--- src/rtl/core/fcar_pkg.sv ---
// Shared constants and types for the framed command parser with acknowledged retries.
package fcar_pkg;

    localparam int ADC_BITS_DEF = 12;

    // Framing characters and command letters.
    localparam logic [7:0] CH_START = 8'h21;
    localparam logic [7:0] CH_END   = 8'h23;
    localparam logic [7:0] CH_R     = 8'h52;
    localparam logic [7:0] CH_S     = 8'h53;
    localparam logic [7:0] CH_T     = 8'h54;
    localparam logic [7:0] CH_O     = 8'h4F;
    localparam logic [7:0] CH_K     = 8'h4B;

    localparam logic [2:0] BODY_MAX      = 3'd3;
    localparam logic [2:0] BODY_OVERFLOW = 3'd4;

    localparam int          PERIOD_W     = 16;
    localparam logic [15:0] RETRY_RESET  = 16'd3000;

    localparam int         APB_ADDR_W       = 3;
    localparam int         APB_DATA_W       = 32;
    localparam logic [0:0] REG_RETRY_PERIOD = 1'b0;

    localparam logic ACT_BYTE = 1'b0;
    localparam logic ACT_TICK = 1'b1;

    // Command decoded at the end-of-frame character.
    typedef struct packed {
        logic rst;
        logic ok;
    } cmd_t;

endpackage

--- src/rtl/core/fcar_cfg.sv ---
// APB register bank holding the retry period.
module fcar_cfg
    import fcar_pkg::*;
(
    input  logic                  clk,
    input  logic                  rst_n,
    input  logic                  psel,
    input  logic                  penable,
    input  logic                  pwrite,
    input  logic [APB_ADDR_W-1:0] paddr,
    input  logic [APB_DATA_W-1:0] pwdata,
    output logic [APB_DATA_W-1:0] prdata,
    output logic                  pready,
    output logic [PERIOD_W-1:0]   retry_period
);

    logic [PERIOD_W-1:0] retry_period_reg;
    logic [PERIOD_W-1:0] retry_period_next;
    logic                sel_period;

    assign pready     = 1'b1;
    assign sel_period = (paddr[APB_ADDR_W-1] == REG_RETRY_PERIOD);

    always_comb
    begin
        retry_period_next = retry_period_reg;
        if (psel && penable && pwrite && pready && sel_period)
        begin
            retry_period_next = pwdata[PERIOD_W-1:0];
        end
    end

    always_ff @(posedge clk or negedge rst_n)
    begin
        if (!rst_n)
        begin
            retry_period_reg <= RETRY_RESET;
        end
        else
        begin
            retry_period_reg <= retry_period_next;
        end
    end

    assign prdata       = sel_period ? APB_DATA_W'(retry_period_reg) : '0;
    assign retry_period = retry_period_reg;

endmodule

--- src/rtl/core/fcar_parser.sv ---
// Frame parser: collects the body between start and end characters and decodes commands.
module fcar_parser
    import fcar_pkg::*;
(
    input  logic       clk,
    input  logic       rst_n,
    input  logic       step,
    input  logic [7:0] rx_byte,
    output cmd_t       cmd
);

    logic       in_frame_reg;
    logic       in_frame_next;
    logic [2:0] body_len_reg;
    logic [2:0] body_len_next;
    logic [7:0] body_chars_reg [3];
    logic       char_wr;
    logic       is_start;
    logic       is_end;
    logic       body_rst;
    logic       body_ok;

    assign is_start = (rx_byte == CH_START);
    assign is_end   = in_frame_reg && (rx_byte == CH_END);

    assign body_rst = (body_len_reg == 3'd3) && (body_chars_reg[0] == CH_R)
                      && (body_chars_reg[1] == CH_S) && (body_chars_reg[2] == CH_T);
    assign body_ok  = (body_len_reg == 3'd2) && (body_chars_reg[0] == CH_O)
                      && (body_chars_reg[1] == CH_K);

    assign cmd.rst = is_end && body_rst;
    assign cmd.ok  = is_end && body_ok;

    always_comb
    begin
        in_frame_next = in_frame_reg;
        body_len_next = body_len_reg;
        char_wr       = 1'b0;
        if (step)
        begin
            if (is_start)
            begin
                // A start character always opens a fresh, empty body.
                in_frame_next = 1'b1;
                body_len_next = '0;
            end
            else if (is_end)
            begin
                in_frame_next = 1'b0;
            end
            else if (in_frame_reg)
            begin
                if (body_len_reg < BODY_MAX)
                begin
                    char_wr       = 1'b1;
                    body_len_next = body_len_reg + 3'd1;
                end
                else
                begin
                    body_len_next = BODY_OVERFLOW;
                end
            end
        end
    end

    always_ff @(posedge clk or negedge rst_n)
    begin
        if (!rst_n)
        begin
            in_frame_reg <= 1'b0;
            body_len_reg <= '0;
        end
        else
        begin
            in_frame_reg <= in_frame_next;
            body_len_reg <= body_len_next;
        end
    end

    always_ff @(posedge clk)
    begin
        if (char_wr)
        begin
            body_chars_reg[body_len_reg[1:0]] <= rx_byte;
        end
    end

endmodule

--- src/rtl/core/fcar_ctrl.sv ---
// Acknowledge controller: latches the sample, tracks the wait state and runs the retry timer.
module fcar_ctrl
    import fcar_pkg::*;
#(
    parameter int ADC_BITS = ADC_BITS_DEF
)
(
    input  logic                clk,
    input  logic                rst_n,
    input  logic                step,
    input  logic                action,
    input  cmd_t                cmd,
    input  logic [ADC_BITS-1:0] adc_sample,
    input  logic [PERIOD_W-1:0] retry_period,
    output logic                res_send,
    output logic [ADC_BITS-1:0] res_value,
    output logic                res_toggle,
    output logic                res_await
);

    logic                wait_reg;
    logic                wait_next;
    logic [ADC_BITS-1:0] held_reg;
    logic [ADC_BITS-1:0] held_next;
    logic [PERIOD_W-1:0] count_reg;
    logic [PERIOD_W-1:0] count_next;

    always_comb
    begin
        wait_next  = wait_reg;
        held_next  = held_reg;
        count_next = count_reg;
        res_send   = 1'b0;
        res_toggle = 1'b0;
        if (action == ACT_BYTE)
        begin
            if (!wait_reg && cmd.rst)
            begin
                held_next  = adc_sample;
                res_send   = 1'b1;
                res_toggle = 1'b1;
                wait_next  = 1'b1;
                count_next = retry_period;
            end
            else if (wait_reg && cmd.ok)
            begin
                wait_next  = 1'b0;
                count_next = '0;
            end
        end
        else if (wait_reg)
        begin
            // A countdown at zero or one expires, so a zero period acts as one tick.
            if (count_reg <= PERIOD_W'(1))
            begin
                res_send   = 1'b1;
                count_next = retry_period;
            end
            else
            begin
                count_next = count_reg - PERIOD_W'(1);
            end
        end
    end

    assign res_value = held_next;
    assign res_await = wait_next;

    always_ff @(posedge clk or negedge rst_n)
    begin
        if (!rst_n)
        begin
            wait_reg  <= 1'b0;
            held_reg  <= '0;
            count_reg <= '0;
        end
        else if (step)
        begin
            wait_reg  <= wait_next;
            held_reg  <= held_next;
            count_reg <= count_next;
        end
    end

endmodule

--- src/rtl/core/framed_command_ack_retransmit_top.sv ---
// Top level of the framed command parser with acknowledged, retried value reports.
//
//  Channel   Direction  Handshake          Contents
//  s_*       in         s_tvalid/s_tready  tuser: action; tdata: rx_byte, adc_sample
//  m_*       out        m_tvalid/m_tready  tdata: send_frame, frame_value, toggle_led,
//                                          awaiting_ack
//  APB       in         psel/penable       retry_period_ticks at address 0
//
// Each word is held in an input register and processed once the output register is free or
// drained; the parser and controller then update their state and the result is written to the
// output register. One word per cycle is sustained while m_tready stays high.
// The output register lets a new word be taken while a result still waits on m_tready.
// Reset is asynchronous and active low and clears all control state at once.
module framed_command_ack_retransmit_top
    import fcar_pkg::*;
#(
    parameter int ADC_BITS = ADC_BITS_DEF
)
(
    input  logic                               clk,
    input  logic                               rst_n,
    input  logic                               s_tvalid,
    output logic                               s_tready,
    // Bits from low: rx_byte[7:0], adc_sample, zero padding.
    input  logic [((8+ADC_BITS+7)/8)*8-1:0]    s_tdata,
    // Bits from low: action.
    input  logic                               s_tuser,
    output logic                               m_tvalid,
    input  logic                               m_tready,
    // Bits from low: send_frame, frame_value, toggle_led, awaiting_ack, zero padding.
    output logic [((ADC_BITS+3+7)/8)*8-1:0]    m_tdata,
    input  logic                               psel,
    input  logic                               penable,
    input  logic                               pwrite,
    input  logic [APB_ADDR_W-1:0]              paddr,
    input  logic [APB_DATA_W-1:0]              pwdata,
    output logic [APB_DATA_W-1:0]              prdata,
    output logic                               pready
);

    localparam int OUT_W = ((ADC_BITS + 3 + 7) / 8) * 8;

    logic                in_valid_reg;
    logic                in_valid_next;
    logic                in_action_reg;
    logic [7:0]          in_byte_reg;
    logic [ADC_BITS-1:0] in_sample_reg;
    logic                out_valid_reg;
    logic                out_valid_next;
    logic                out_send_reg;
    logic [ADC_BITS-1:0] out_value_reg;
    logic                out_toggle_reg;
    logic                out_await_reg;
    logic                advance;
    logic                in_take;
    logic                byte_step;
    logic [PERIOD_W-1:0] retry_period;
    cmd_t                cmd;
    logic                res_send;
    logic [ADC_BITS-1:0] res_value;
    logic                res_toggle;
    logic                res_await;

    assign advance   = in_valid_reg && (!out_valid_reg || m_tready);
    assign s_tready  = !in_valid_reg || advance;
    assign in_take   = s_tvalid && s_tready;
    assign byte_step = advance && (in_action_reg == ACT_BYTE);

    always_comb
    begin
        in_valid_next = in_valid_reg;
        if (in_take)
        begin
            in_valid_next = 1'b1;
        end
        else if (advance)
        begin
            in_valid_next = 1'b0;
        end
        out_valid_next = out_valid_reg;
        if (advance)
        begin
            out_valid_next = 1'b1;
        end
        else if (m_tready)
        begin
            out_valid_next = 1'b0;
        end
    end

    always_ff @(posedge clk or negedge rst_n)
    begin
        if (!rst_n)
        begin
            in_valid_reg  <= 1'b0;
            out_valid_reg <= 1'b0;
        end
        else
        begin
            in_valid_reg  <= in_valid_next;
            out_valid_reg <= out_valid_next;
        end
    end

    always_ff @(posedge clk)
    begin
        if (in_take)
        begin
            in_action_reg <= s_tuser;
            in_byte_reg   <= s_tdata[7:0];
            in_sample_reg <= s_tdata[8 +: ADC_BITS];
        end
        if (advance)
        begin
            out_send_reg   <= res_send;
            out_value_reg  <= res_value;
            out_toggle_reg <= res_toggle;
            out_await_reg  <= res_await;
        end
    end

    fcar_cfg u_cfg (
        .clk          (clk),
        .rst_n        (rst_n),
        .psel         (psel),
        .penable      (penable),
        .pwrite       (pwrite),
        .paddr        (paddr),
        .pwdata       (pwdata),
        .prdata       (prdata),
        .pready       (pready),
        .retry_period (retry_period)
    );

    fcar_parser u_parser (
        .clk     (clk),
        .rst_n   (rst_n),
        .step    (byte_step),
        .rx_byte (in_byte_reg),
        .cmd     (cmd)
    );

    fcar_ctrl #(
        .ADC_BITS (ADC_BITS)
    ) u_ctrl (
        .clk          (clk),
        .rst_n        (rst_n),
        .step         (advance),
        .action       (in_action_reg),
        .cmd          (cmd),
        .adc_sample   (in_sample_reg),
        .retry_period (retry_period),
        .res_send     (res_send),
        .res_value    (res_value),
        .res_toggle   (res_toggle),
        .res_await    (res_await)
    );

    assign m_tvalid = out_valid_reg;
    assign m_tdata  = OUT_W'({out_await_reg, out_toggle_reg, out_value_reg, out_send_reg});

    // A toggle only comes with an accepted reset command, which sends and starts waiting.
    a_toggle_implies_send: assert property (@(posedge clk) disable iff (!rst_n)
        (out_valid_reg && out_toggle_reg) |-> (out_send_reg && out_await_reg))
        else $error("toggle without send or wait");

    // A held input word is never dropped while the output side stalls.
    a_input_held: assert property (@(posedge clk) disable iff (!rst_n)
        (in_valid_reg && !advance) |=> in_valid_reg)
        else $error("input word lost during stall");

    // Processing a word always leaves a result in the output register.
    a_advance_fills_output: assert property (@(posedge clk) disable iff (!rst_n)
        advance |=> out_valid_reg)
        else $error("processed word produced no result");

    // The input side is only blocked while a word is held.
    a_ready_when_empty: assert property (@(posedge clk) disable iff (!rst_n)
        !in_valid_reg |-> s_tready)
        else $error("input blocked while empty");

endmodule
--- config.mk ---
export PLATFORM = sky130hd
export DESIGN_NAME = framed_command_ack_retransmit_top
export DESIGN_NICKNAME = d
export VERILOG_FILES = /design/src/rtl/core/fcar_pkg.sv /design/src/rtl/core/fcar_cfg.sv /design/src/rtl/core/fcar_parser.sv /design/src/rtl/core/fcar_ctrl.sv /design/src/rtl/core/framed_command_ack_retransmit_top.sv
export SDC_FILE = /design/constraint.sdc
export NUM_CORES = 1
export LEC_CHECK = 0
export BUFFER_PORTS_ARGS = -buffer_cell sky130_fd_sc_hd__clkbuf_2
export CAP_MARGIN = 20
export CELL_PAD_IN_SITES_DETAIL_PLACEMENT = 1
export CELL_PAD_IN_SITES_GLOBAL_PLACEMENT = 2
export CORE_ASPECT_RATIO = 0.7
export CORE_MARGIN = 4
export CORE_UTILIZATION = 36
export CTS_CLUSTER_DIAMETER = 100
export DETAILED_ROUTE_END_ITERATION = 8
export GPL_ROUTABILITY_DRIVEN = 0
export PLACE_DENSITY_LB_ADDON = 0.1
export SETUP_SLACK_MARGIN = 0.15
export SLEW_MARGIN = 20
export SYNTH_ARGS = -nofsm -noshare
export SYNTH_HDL_FRONTEND = slang
export SYNTH_SLANG_ARGS = --single-unit
export TNS_END_PERCENT = 5
--- constraint.sdc ---
create_clock -name clk -period 3 [get_ports clk]
set_input_delay 0.45 -clock clk [delete_from_list [all_inputs] [get_ports clk]]
set_output_delay 0.45 -clock clk [all_outputs]
set_load 0.01 [all_outputs]
==> results.txt <==
Worst-Margin Slew -> 0.928 ns
die height -> 109 µm
largest net degree at the start of global routing -> 31
Pleak -> 2.54 nW
Synth Register Bits -> 111
largest area contributor in the netlist -> edfxtp_1
number of distinct library cells after synthesis -> 62
sequential cell area -> 3090 µm²
Worst Slack Setup Final -> 0.357 ns
DRC errors left -> 0
via count -> 3383
register area share after synthesis -> 0.592
Starting DRT DRC Count -> 228
Worst EP arrival -> 2.87 ns
first-pass GRT wire length -> 20500 µm
crit-path max FO -> 13
initial antenna violation count -> 0
wire length per cell -> 19.3 µm
vias in the first global route -> 3540
Synth top area share -> 0.346
min Tclk post-route -> 2.64 ns
max-slew violations -> 0
Peak VDD IR -> 0.265 mV
syn avg cell area -> 13.1 µm²
Mapped Area -> 5210 µm²
Main synth FF type -> edfxtp_1
placed cell areas -> 5750 µm²
clock sink count -> 111
clk_skew -> 0.0162 ns
Post-Syn Instances -> 397
dpl hpwl -> 9320 µm
Setup TNS -> 0 ns
TritonCTS Buffers -> 9
Via density -> 5.04
Port Buffers -> 77
post-layout util -> 0.430
placed insts -> 655
Setup CP Type -> reg2reg
max_cap viols -> 0
ratio of cells with drive above 1 in the final layout -> 0.331
Initial Utilization -> 0.371
post-place setup slack -> 0.361 ns
total grt overflow -> 0
final WL -> 13000 µm
main area contributors after synthesis -> edfxtp_1, dfrtp_1, mux2_2
Hold Worst Slack -> 0.118 ns
status -> finished, final reports clean
antenna cells -> 0
# H-tree levels -> 3
clk slew on worst S/H paths -> 0.08 ns
RSZ-0062 raised after global routing -> false
# hold bufs at CTS -> 0
Die Width -> 152 µm
M1 GR Usage -> 0.262
area of the multi-input gates -> 1910 µm²
Ports -> 118
nets -> 550
final setup fails -> 0
Async S/R FF share, synth -> 0.459
max FFs per register -> 24
core area -> 14100 µm²
Area Overhead vs Synth -> 15.9%
Final Non-Filler Cells -> 671
1st-pass router iterations -> 4
DIE AREA -> 16500 µm²
Worst slew margin -> 0.381
total setup buffers inserted after CTS -> 0
GRT met3 Usage -> 0.0417
Hold Path Class -> in2async
WP data required -> 3.23 ns
Worst-Skew Late Latency -> 0.35 ns
Total Routing Usage GR -> 0.160
Site Rows -> 36
crit path launch type -> register
final count of hold timing violations -> 0
Peak Freq -> 378 MHz
crit end category -> register
grt peak-use layer -> met1
grt met2 use -> 0.213
PostCTS Resize Cnt -> 0
Clock Path Buffers -> 2
Pwr Total -> 3.33 mW
EDFF count, synth -> 60
Final Cell Area -> 6040 µm²
Cell Pwr Density -> 551 nW/µm²
filler instances -> 1514
Yosys Warn Count -> 0
CTS tree -> built
Root Driver -> clkbuf_16
Final ANT Viol Nets -> 0
Tcrit/Tclk final -> 0.881
## kinds of logic after synthesis
group / after synthesis / share of synthesized area
flip-flops: 111 / 0.592
AND/OR/NAND/NOR: 111 / 0.135
AO/OA/AOI/OAI: 65 / 0.0835
multiplexers: 46 / 0.101
buffers and inverters: 45 / 0.0533
XOR/XNOR: 10 / 0.0168
adder cells (fa/ha/maj): 7 / 0.0168
other: 2 / 0.00144
## metal layers
metal	vias up	wire length [µm]
met2	80	5070
met1	1708	7290
met4	0	64
met3	7	553
met5	-	0
li1	1588	-
## path summary, 6_finish.rpt
path	endpoint	slack [ns]	from	cells past startpoint
worst max-delay path	u_ctrl.held_reg[10]	0.36	u_parser.body_chars_reg[0][5]	6
worst min-delay path	u_ctrl.held_reg[5]	0.12	rst_n	1
worst max register to register	u_ctrl.held_reg[10]	0.36	u_parser.body_chars_reg[0][5]	6
worst min register to register	u_ctrl.held_reg[11]	0.49	in_sample_reg[11]	1
max in group asynchronous	u_cfg.retry_period[8]	2.19	rst_n	2
min in group clk	in_sample_reg[5]	0.27	s_tdata[13]	1
## cells in the mapped netlist (all sizes together) (2+ instances only)
library cell and instances:
edfxtp 60, mux2 45, dfrtp 44, buf 28, nand2 27, o21ai 23
nor2b 16, a21oi 13, inv 9, nor2 9, clkbuf 8, nor3 8
nor4 8, dfstp 7, ha 7, a22oi 6, nand2b 6, xnor2 6
and2 5, nor4bb 5, a2bb2oi 4, nand3 4, nor4b 4, o41ai 4
xor2 4, nor3b 3, o31ai 3, or3 3, or4 3, and4 2
conb 2, nand4 2, nand4b 2
## layout by cell type (no fill, tap or decap), types with 6 or more instances in the layout
cell / synthesis / final
ha_1: 7 / 7
nand2_1: 26 / 26
dfstp_2: 7 / 7
nand2b_1: 6 / 6
conb_1: 2 / 18
nor2b_1: 16 / 16
nor4_1: 6 / 6
xnor2_1: 6 / 6
clkbuf_2: 0 / 77
o21ai_1: 9 / 9
a21oi_1: 13 / 13
mux2_2: 33 / 33
mux2_1: 9 / 9
clkbuf_16: 0 / 9
inv_1: 9 / 9
o21ai_0: 13 / 13
nor3_1: 7 / 7
buf_4: 22 / 10
dfrtp_1: 44 / 44
nor2_1: 9 / 9
edfxtp_1: 60 / 60
## worst max-delay path: stages, from the launching register on
cell and delay [ns]:
edfxtp_1 0.38, nor4b_1 0.58, nand3_1 0.27, or2_1 0.31, nor3_2 0.30, nand2_2 0.29
mux2_1 0.39
## area by class of cell
class | instances | area share
Tap cell | 190 | 0.0393
Multi-Input combinational cell | 257 | 0.316
Sequential cell | 111 | 0.511
Inverter | 9 | 0.00559
Timing Repair Buffer | 88 | 0.0795
Clock buffer | 9 | 0.0373
Clock inverter | 7 | 0.0116
## report_power, final
part           switching, mW  internal (mW)
registers              0.106           1.72
clock network          0.598          0.590
logic                  0.166          0.153
total                  0.870           2.46
No activity file was read; power rests on OpenSTA's default activity.
